==> config.mk <==
export PLATFORM = sky130hd
export DESIGN_NAME = fibonacci_mod_1000_matrix_power
export DESIGN_NICKNAME = d
export VERILOG_FILES = /design/src/fibm_pkg.sv /design/src/fibonacci_mod_1000_matrix_power.sv /design/src/fibm_ctrl.sv /design/src/fibm_dp.sv
export SDC_FILE = /design/constraint.sdc
export NUM_CORES = 2
export LEC_CHECK = 0
export BUFFER_PORTS_ARGS = -buffer_cell sky130_fd_sc_hd__buf_2
export CAP_MARGIN = 20
export CORE_MARGIN = 2
export CORE_UTILIZATION = 30
export CTS_CLUSTER_SIZE = 16
export DETAILED_ROUTE_END_ITERATION = 16
export GPL_TIMING_DRIVEN = 0
export PLACE_DENSITY = 0.4
export SLEW_MARGIN = 25
export SYNTH_ARGS = -nofsm -noshare
export SYNTH_HDL_FRONTEND = slang
export SYNTH_HIERARCHICAL = 1
export SYNTH_SLANG_ARGS = --single-unit
==> constraint.sdc <==
create_clock -name i_clk -period 9.9 [get_ports i_clk]
set_input_delay 1.485 -clock i_clk [delete_from_list [all_inputs] [get_ports i_clk]]
set_output_delay 1.485 -clock i_clk [all_outputs]
set_load 0.05 [all_outputs]
==> src/fibm_pkg.sv <==
// Shared constants and control/status types for the Fibonacci mod 1000 block.
// No dependencies; used by every module of the block.
package fibm_pkg;

    // Default width of the index field
    localparam int INDEX_BITS_DEF = 31;

    // Modulus and entry width
    localparam int FIB_MODULUS = 1000;
    localparam int MOD_W       = 10;

    // Width of one product entry sum: two 10x10 products added
    localparam int PROD_W = 2 * MOD_W;
    localparam int SUM_W  = PROD_W + 1;

    // Reciprocal of the modulus for the quotient estimate, floor(2^31 / 1000)
    localparam int RECIP_SHIFT = 31;
    localparam int RECIP_W     = 22;
    localparam logic [RECIP_W-1:0] RECIP = RECIP_W'((64'd1 << RECIP_SHIFT) / FIB_MODULUS);
    localparam int RPROD_W     = SUM_W + RECIP_W;
    localparam int QUOT_W      = RPROD_W - RECIP_SHIFT;

    // Commands from controller to datapath
    typedef struct packed {
        logic load;      // take a new index, set matrix to identity
        logic mul;       // form the squared entry sums
        logic red;       // estimate quotients by the modulus
        logic fix;       // finish reduction, apply Q step, shift index
        logic load_out;  // move result into output register
    } t_cmd;

    // Status from datapath to controller
    typedef struct packed {
        logic out_free;  // output register can take a word this cycle
    } t_sts;

endpackage

==> src/fibonacci_mod_1000_matrix_power.sv <==
// Fibonacci number modulo 1000 by 2x2 matrix square-and-multiply.
// Top level: joins fibm_ctrl and fibm_dp; depends on fibm_pkg.
//
// Usage:
//   Input channel i_index_valid / o_index_ready carries one index word.
//   Output channel o_fib_valid / i_fib_ready returns F(index) mod 1000.
//   One result word per index word, in order.
// Timing:
//   Each index bit passes through the shared matrix unit in three steps:
//   square (entry products), quotient estimate, then remainder and Q step.
//   A new index is taken only after the result of the last one has
//   entered the output register, so one index is worked on at a time.
// Reset:
//   Synchronous, active low; the controller returns to idle and the output
//   register is emptied. Matrix registers are loaded on acceptance.
// Stall:
//   The output register holds a finished word while the receiver stalls,
//   and the next index is still accepted and worked on; a second finished
//   word waits in the datapath until the output register is free.
module fibonacci_mod_1000_matrix_power #(
    parameter int INDEX_BITS = fibm_pkg::INDEX_BITS_DEF
) (
    input  logic                       i_clk,
    input  logic                       i_rst_n,
    input  logic                       i_index_valid,
    output logic                       o_index_ready,
    input  logic [INDEX_BITS-1:0]      i_index,
    output logic                       o_fib_valid,
    input  logic                       i_fib_ready,
    output logic [fibm_pkg::MOD_W-1:0] o_fib_mod
);

    fibm_pkg::t_cmd w_cmd;
    fibm_pkg::t_sts w_sts;

    fibm_ctrl #(
        .INDEX_BITS (INDEX_BITS)
    ) u_ctrl (
        .i_clk         (i_clk),
        .i_rst_n       (i_rst_n),
        .i_index_valid (i_index_valid),
        .o_index_ready (o_index_ready),
        .i_sts         (w_sts),
        .o_cmd         (w_cmd)
    );

    fibm_dp #(
        .INDEX_BITS (INDEX_BITS)
    ) u_dp (
        .i_clk       (i_clk),
        .i_rst_n     (i_rst_n),
        .i_index     (i_index),
        .i_cmd       (w_cmd),
        .o_sts       (w_sts),
        .o_fib_mod   (o_fib_mod),
        .o_fib_valid (o_fib_valid),
        .i_fib_ready (i_fib_ready)
    );

endmodule

==> src/fibm_ctrl.sv <==
// Controller state machine for the Fibonacci mod 1000 block.
// Depends on fibm_pkg for the command and status types.
module fibm_ctrl #(
    parameter int INDEX_BITS = fibm_pkg::INDEX_BITS_DEF
) (
    input  logic           i_clk,
    input  logic           i_rst_n,
    input  logic           i_index_valid,
    output logic           o_index_ready,
    input  fibm_pkg::t_sts i_sts,
    output fibm_pkg::t_cmd o_cmd
);

    localparam int CNT_W = $clog2(INDEX_BITS + 1);

    typedef enum logic [4:0] {
        S_IDLE = 5'b00001,
        S_MUL  = 5'b00010,
        S_RED  = 5'b00100,
        S_FIX  = 5'b01000,
        S_HOLD = 5'b10000
    } t_state;

    t_state           r_state, n_state;
    logic [CNT_W-1:0] r_bit, n_bit;

    // Next state and bit counter
    always_comb begin
        n_state = r_state;
        n_bit   = r_bit;
        o_cmd   = '0;
        unique case (r_state)
            S_IDLE: begin
                if (i_index_valid) begin
                    o_cmd.load = 1'b1;
                    n_bit      = CNT_W'(INDEX_BITS - 1);
                    n_state    = S_MUL;
                end
            end
            S_MUL: begin
                o_cmd.mul = 1'b1;
                n_state   = S_RED;
            end
            S_RED: begin
                o_cmd.red = 1'b1;
                n_state   = S_FIX;
            end
            S_FIX: begin
                o_cmd.fix = 1'b1;
                if (r_bit == '0) begin
                    n_state = S_HOLD;
                end else begin
                    n_bit   = r_bit - 1'b1;
                    n_state = S_MUL;
                end
            end
            S_HOLD: begin
                // wait for room in the output register
                if (i_sts.out_free) begin
                    o_cmd.load_out = 1'b1;
                    n_state        = S_IDLE;
                end
            end
            default: n_state = S_IDLE;
        endcase
    end

    assign o_index_ready = (r_state == S_IDLE);

    // State registers
    always_ff @(posedge i_clk) begin
        if (!i_rst_n) begin
            r_state <= S_IDLE;
            r_bit   <= '0;
        end else begin
            r_state <= n_state;
            r_bit   <= n_bit;
        end
    end

endmodule

==> src/fibm_dp.sv <==
// Datapath for the Fibonacci mod 1000 block: matrix registers, modular
// reduction, index shifter and output register. Depends on fibm_pkg.
module fibm_dp #(
    parameter int INDEX_BITS = fibm_pkg::INDEX_BITS_DEF
) (
    input  logic                         i_clk,
    input  logic                         i_rst_n,
    input  logic [INDEX_BITS-1:0]        i_index,
    input  fibm_pkg::t_cmd               i_cmd,
    output fibm_pkg::t_sts               o_sts,
    output logic [fibm_pkg::MOD_W-1:0]   o_fib_mod,
    output logic                         o_fib_valid,
    input  logic                         i_fib_ready
);

    localparam int MW = fibm_pkg::MOD_W;
    localparam int SW = fibm_pkg::SUM_W;
    localparam int QW = fibm_pkg::QUOT_W;
    localparam int RW = fibm_pkg::RPROD_W;

    // Matrix held row-major: [0]=a [1]=b [2]=c [3]=d
    logic [MW-1:0]         r_m [4];
    logic [SW-1:0]         r_s [4];
    logic [QW-1:0]         r_q [4];
    logic [INDEX_BITS-1:0] r_idx;
    logic [MW-1:0]         r_out;
    logic                  r_out_valid;

    logic [SW-1:0] n_s [4];
    logic [QW-1:0] n_q [4];
    logic [MW-1:0] w_red [4];
    logic [MW-1:0] n_m [4];
    logic [RW-1:0] w_rprod [4];
    logic [SW-1:0] w_qm [4];
    logic [SW-1:0] w_rem [4];
    logic [MW:0]   w_ab, w_cd;
    logic [MW-1:0] w_ab_mod, w_cd_mod;

    // Squaring: entry sums of m * m
    always_comb begin
        n_s[0] = SW'(r_m[0] * r_m[0]) + SW'(r_m[1] * r_m[2]);
        n_s[1] = SW'(r_m[0] * r_m[1]) + SW'(r_m[1] * r_m[3]);
        n_s[2] = SW'(r_m[2] * r_m[0]) + SW'(r_m[3] * r_m[2]);
        n_s[3] = SW'(r_m[2] * r_m[1]) + SW'(r_m[3] * r_m[3]);
    end

    // Quotient estimate by reciprocal; low by at most one
    always_comb begin
        for (int i = 0; i < 4; i++) begin
            w_rprod[i] = RW'(r_s[i]) * RW'(fibm_pkg::RECIP);
            n_q[i]     = QW'(w_rprod[i] >> fibm_pkg::RECIP_SHIFT);
        end
    end

    // Remainder with one correction; q*1000 as shifts and subtractions
    always_comb begin
        for (int i = 0; i < 4; i++) begin
            w_qm[i]  = (SW'(r_q[i]) << 10) - (SW'(r_q[i]) << 4) - (SW'(r_q[i]) << 3);
            w_rem[i] = r_s[i] - w_qm[i];
            if (w_rem[i] >= SW'(fibm_pkg::FIB_MODULUS)) begin
                w_red[i] = MW'(w_rem[i] - SW'(fibm_pkg::FIB_MODULUS));
            end else begin
                w_red[i] = MW'(w_rem[i]);
            end
        end
    end

    // Multiply by Q = [[1,1],[1,0]] when the current index bit is set
    always_comb begin
        w_ab = {1'b0, w_red[0]} + {1'b0, w_red[1]};
        w_cd = {1'b0, w_red[2]} + {1'b0, w_red[3]};
        w_ab_mod = (w_ab >= (MW+1)'(fibm_pkg::FIB_MODULUS))
                 ? MW'(w_ab - (MW+1)'(fibm_pkg::FIB_MODULUS)) : MW'(w_ab);
        w_cd_mod = (w_cd >= (MW+1)'(fibm_pkg::FIB_MODULUS))
                 ? MW'(w_cd - (MW+1)'(fibm_pkg::FIB_MODULUS)) : MW'(w_cd);
        if (r_idx[INDEX_BITS-1]) begin
            n_m[0] = w_ab_mod;
            n_m[1] = w_red[0];
            n_m[2] = w_cd_mod;
            n_m[3] = w_red[2];
        end else begin
            n_m = w_red;
        end
    end

    // Payload registers
    always_ff @(posedge i_clk) begin
        if (i_cmd.load) begin
            r_m[0] <= MW'(1);
            r_m[1] <= '0;
            r_m[2] <= '0;
            r_m[3] <= MW'(1);
            r_idx  <= i_index;
        end else if (i_cmd.fix) begin
            r_m   <= n_m;
            r_idx <= r_idx << 1;
        end
        if (i_cmd.mul) begin
            r_s <= n_s;
        end
        if (i_cmd.red) begin
            r_q <= n_q;
        end
        if (i_cmd.load_out) begin
            r_out <= r_m[1];
        end
    end

    // Output word valid
    always_ff @(posedge i_clk) begin
        if (!i_rst_n) begin
            r_out_valid <= 1'b0;
        end else if (i_cmd.load_out) begin
            r_out_valid <= 1'b1;
        end else if (i_fib_ready) begin
            r_out_valid <= 1'b0;
        end
    end

    assign o_sts.out_free = !r_out_valid || i_fib_ready;
    assign o_fib_mod      = r_out;
    assign o_fib_valid    = r_out_valid;

endmodule

# Yosys cells after proc, flatten, opt, wreduce, memory -nomap -nowiden
# Cells that the tools add are included.
[totals] reg_bits=224 inputBits=35 output_inout_bits=12 elab_cells=100
[classes] n_addsub=25 multipliers=11 n_lt_le_gt_ge=6 eq_ne=8 mux=25 n_reduce_logical=8
[ops] op="$mul 21x22->43 const B" n=4
[ops] op="$mul 10x10->20" n=7
[ops] op="$add 20x20->21" n=4
[ops] op="$ge 21x10->1 const B" n=4
[ops] op="$sub 21x15->21" n=4
[ops] op="$sub 21x16->21" n=4
[ops] op="$sub 21x21->21" n=4
[ops] op="$mux 31" n=2
[ops] op="$mux 10" n=6
[ops] op="$sub 10x10->10 const B" n=6
[ops] op="$mux 40" n=1
[ops] op="$mux 5" n=5
[ops] op="$pmux 5 s5" n=1
[ops] op="$add 10x10->11" n=2
[ops] op="$ge 11x10->1 const B" n=2
[ops] op="$pmux 5 s2" n=1
[ops] op="$mux 1" n=9
[ops] op="$reduce_bool 2->1" n=3
[ops] op="$eq 5x1->1 const B" n=1
[ops] op="$eq 5x2->1 const B" n=1
[ops] op="$eq 5x3->1 const B" n=1
[ops] op="$eq 5x4->1 const B" n=1
[ops] op="$eq 5x5->1 const B" n=1
[ops] op="$logic_not 5->1" n=1
[ops] op="other kinds (7)" n=8

# Longest topological paths before layout
[depth] word_depth=9 depth_mapped=36 ltp_nobuf=35

# Cells and area by module
# The synthesis kept the hierarchy.
[by_module_without_submodules] mod="fibm_dp" n_inst=1 cells_per_inst=6735 area_per_inst_um2=64185.3
[by_module_without_submodules] mod="fibm_ctrl" n_inst=1 cells_per_inst=67 area_per_inst_um2=560.5

# Worst setup path after synthesis
# OpenSTA, ideal clock, no wires.
[synth_path] path_type="register to register" from="register u_dp/r_m[21] in the netlist's numbering" to="register u_dp/r_s[18] in the netlist's numbering, data pin" t_arrival_ns=7.614 required_ns=9.642 slack_ns=2.028 path_stages_with_launch=34 n_path_buf=1 period_less_slack_ns=7.872 path_cell_list="dfxtp_1 -> clkbuf_1 -> nand2_1 -> fa_1 -> inv_1 -> fa_1 -> inv_1 -> fa_1 -> inv_1 -> fa_1 -> inv_1 -> fa_1 -> inv_1 -> ha_1 -> xor2_1 -> inv_1 -> fa_1 -> inv_1 -> fa_1 -> fa_1 -> ha_1 -> a21boi_0 -> o21ai_0 -> a21boi_0 -> o21ai_0 -> a21boi_0 -> o21ai_0 -> a21boi_0 -> o21ai_0 -> nand2b_1 -> a21o_1 -> nand2_1 -> nor2b_1 -> xnor2_1"
[synth_lines] item="from (decl)" line_no="fibm_dp.sv:22" text="logic [MW-1:0] r_m [4];"
[synth_lines] item="from (signal assigned)" line_no="fibm_dp.sv:95" text="r_m <= n_m;"
[synth_lines] item="to (signal assigned)" line_no="fibm_dp.sv:99" text="r_s <= n_s;"
[synth_lines] item="to (decl)" line_no="fibm_dp.sv:23" text="logic [SW-1:0] r_s [4];"

==> impl_metrics.toml <==
[cts]
cts_max_path_buffers = 3
clk_latency_ns = 0.65
cts_buffers = 38
root_buffer = "clkbuf_16"
clkSinkCount = 224
post_cts_buffers = 0
htreeDepth = 2
cts_tree = "built"
cts-hold-fix-buffers = 0
clkTransAtPathRegs_ns = 0.06

[route]
drtAntennaViolNets = 0
wl_per_cell_um = 19.5
wirelength_um = 191000
drt_pass1_iterations = 5
drc = 0
post_drt_via_cell_ratio = 4.55
drt_iter0_markers = 2020
vias = 44500

[layout]
multiInputGateArea_mm2 = 0.0511
regArea_mm2 = 0.00622
area_delta_synth_final_pct = 8.24
n_fill_cell = 22400
nets = 9321
stdcell_count = 9766
drive_gt1_frac = 0.0383

[floorplanning]
num_rows = 170
die_x_um = 469
dieArea_mm2 = 0.220
io_pins = 47
dieHeight_um = 469
initial_core_util = 0.302
core-area_mm2 = 0.215

[timing]
fin_crit_sh = 0.951
finClkSkew_ns = 0.0475
timing.fmax_mhz = 106
whs_ns = 0.503
rsz0062_at_grt = "false"
slew_violations = 0
setup_slack_ns = 0.489
fin_setup_tns_ns = 0
relSlewSlack = 0.257
period_minus_slack_ns = 9.41
finalHoldViolations = 0
tightestPinTransition_ns = 1.11
setup_viol = 0

[power_and_ir_drop]
switchingPower_w = 0.00170
switching_share = 0.390
power_density_mw_per_mm2 = 62.1
internal_power_w = 0.00266
ir_worst_vdd_v = 0.000102
power.share.combinational = 0.428
clockPowerShare = 0.326
p_leak_nw = 36.9
seqPwrFrac = 0.246
p_total_w = 0.00435

[place]
dp_cells = 9692
gp_congestion = 0.852
io_buffers = 46
place_ws_ns = -0.00567
post-dp-hpwl_um = 162000

[global_route]
grt_usage = 0.179
grt_pass1_vias = 47500
antenna_found_initial = 16
grt_pass1_wl_um = 295000
grt_max_degree = 37
grt_overflow = 0

[logic_synthesis]
ys.flop_type = "edfxtp_1"
synth_edf_count = 173
synth.avg_cell_area_um2 = 9.52
synth.most_common_cell = "inv_1"
synth_area_leader_cell = "fa_1"
netlist_area_mm2 = 0.0647
netlist_top_cells_count = "1849 x inv_1, 1384 x ha_1, 1009 x fa_1, 405 x nand2_1, 295 x and2_1"
synth_area_leaders = "fa_1 31%, ha_1 27%, inv_1 11%, edfxtp_1 8.0%, and2_1 2.9%"
yosysSeqAreaShare = 0.0960
async_flop_share = 0
yosys_register_bits = 224
synthDistinctLibCells = 109
yosys_warnings = 6
synth_top_area_frac = 0.312
synth_fp_nets = 9230
netlist_instances = 6802

[worst_setup_path]
cp_max_fo = 10
cp_common_cell = "fa_1"
critPathMaxStageDelay_ns = 0.74
crit_arrival_ns = 9.89
worstPathRequired_ns = 10.38
path_class = "reg2reg"
worstSetupEndpointType = "flip-flop"
critical_path.slowest_cell = "dfxtp_1"
reg2reg_setup_slack_ns = 0.49
cp-start-kind = "flip-flop"

[worst_hold_path]
hp-class = "reg2reg"

[outcome]
status = "finished, final reports clean"

[job]
cap_violations = 0
-- cell type report --
cell class / instances / area share
Antenna cell: 5 / 0.000179
Buffer: 156 / 0.00930
Clock buffer: 46 / 0.0146
Clock inverter: 24 / 0.00361
Inverter: 1849 / 0.0990
Multi-Input combinational cell: 4572 / 0.729
Sequential cell: 224 / 0.0888
Tap cell: 2838 / 0.0507
Timing Repair Buffer: 52 / 0.00487
-- flip-flops by register name, indices dropped and copies added, names as in the netlist --
name / flops
u_ctrl/r_bit: 5
u_ctrl/r_state: 5
u_dp/o_fib_mod: 10
u_dp/o_fib_valid: 1
u_dp/r_idx: 31
u_dp/r_m: 40
u_dp/r_q: 48
u_dp/r_s: 84
-- metal layers --
metal	global-route usage	share of wire
met1	0.260	0.50
met2	0.288	0.45
met3	0.0198	0.036
met4	0.0308	0.018
met5	0	0.00018
-- power by group through the flow --
stage / logic [W] / clock network [W] / registers (W)
floorplan: 0.00137 / 0 / 0.00107
global placement: 0.00187 / 0 / 0.00109
detailed placement: 0.00188 / 0 / 0.00109
CTS: 0.00191 / 0.00149 / 0.00107
global route: 0.00221 / 0.00151 / 0.00107
finish: 0.00186 / 0.00142 / 0.00107
-- per-stage QoR --
step / util / instance area [µm²]
global placement: 0.319 / 68500
floorplan: - / 64700
finish: 0.327 / 70100
detailed placement: 0.320 / 68700
CTS: 0.326 / 70000
global route: 0.326 / 70100
-- worst max-delay path, delay by kind of cell (launching register included) --
kind	cells	cell delay, ns
fa+ha+maj	10	4.40
flops	1	0.74
simple gates	5	0.62
xor+xnor	2	0.86
compound gates	8	1.70
buf+inv	6	0.89
-- worst paths after layout --
path	start	end	cells past startpoint
max reg2reg	u_dp/r_m[27]	u_dp/r_s[83]	31
min reg2reg	u_ctrl/r_bit[4]	u_ctrl/r_bit[4]	1
max	u_dp/r_m[27]	u_dp/r_s[83]	31
min	u_ctrl/r_bit[4]	u_ctrl/r_bit[4]	1
-- repair_timing --
action | CTS | global route
setup endpoints to repair | 1 | 8
endpoints found under the hold margin | 0 | 0
gates resized for setup | 2 | 58
-- logic make-up after synthesis --
logic type,count (synthesis),synth area share
mux,70,0.0118
compound gates,664,0.0701
xor+xnor,231,0.0321
flops,224,0.0960
fa+ha+maj,2393,0.579
simple gates,1214,0.0939
buf+inv,2006,0.117
-- cell usage in the layout (no fill, tap or decap), types with 80 or more instances in the layout --
cell,netlist,final
clkbuf_1,146,117
o21ai_0,116,116
nand2_1,405,405
a21o_1,80,80
nor2_1,223,222
inv_1,1849,1848
a21oi_1,166,166
and2_1,295,295
xnor2_1,171,162
fa_1,1009,1009
edfxtp_1,173,173
ha_1,1384,1384
(Power assumes the default switching activity.)
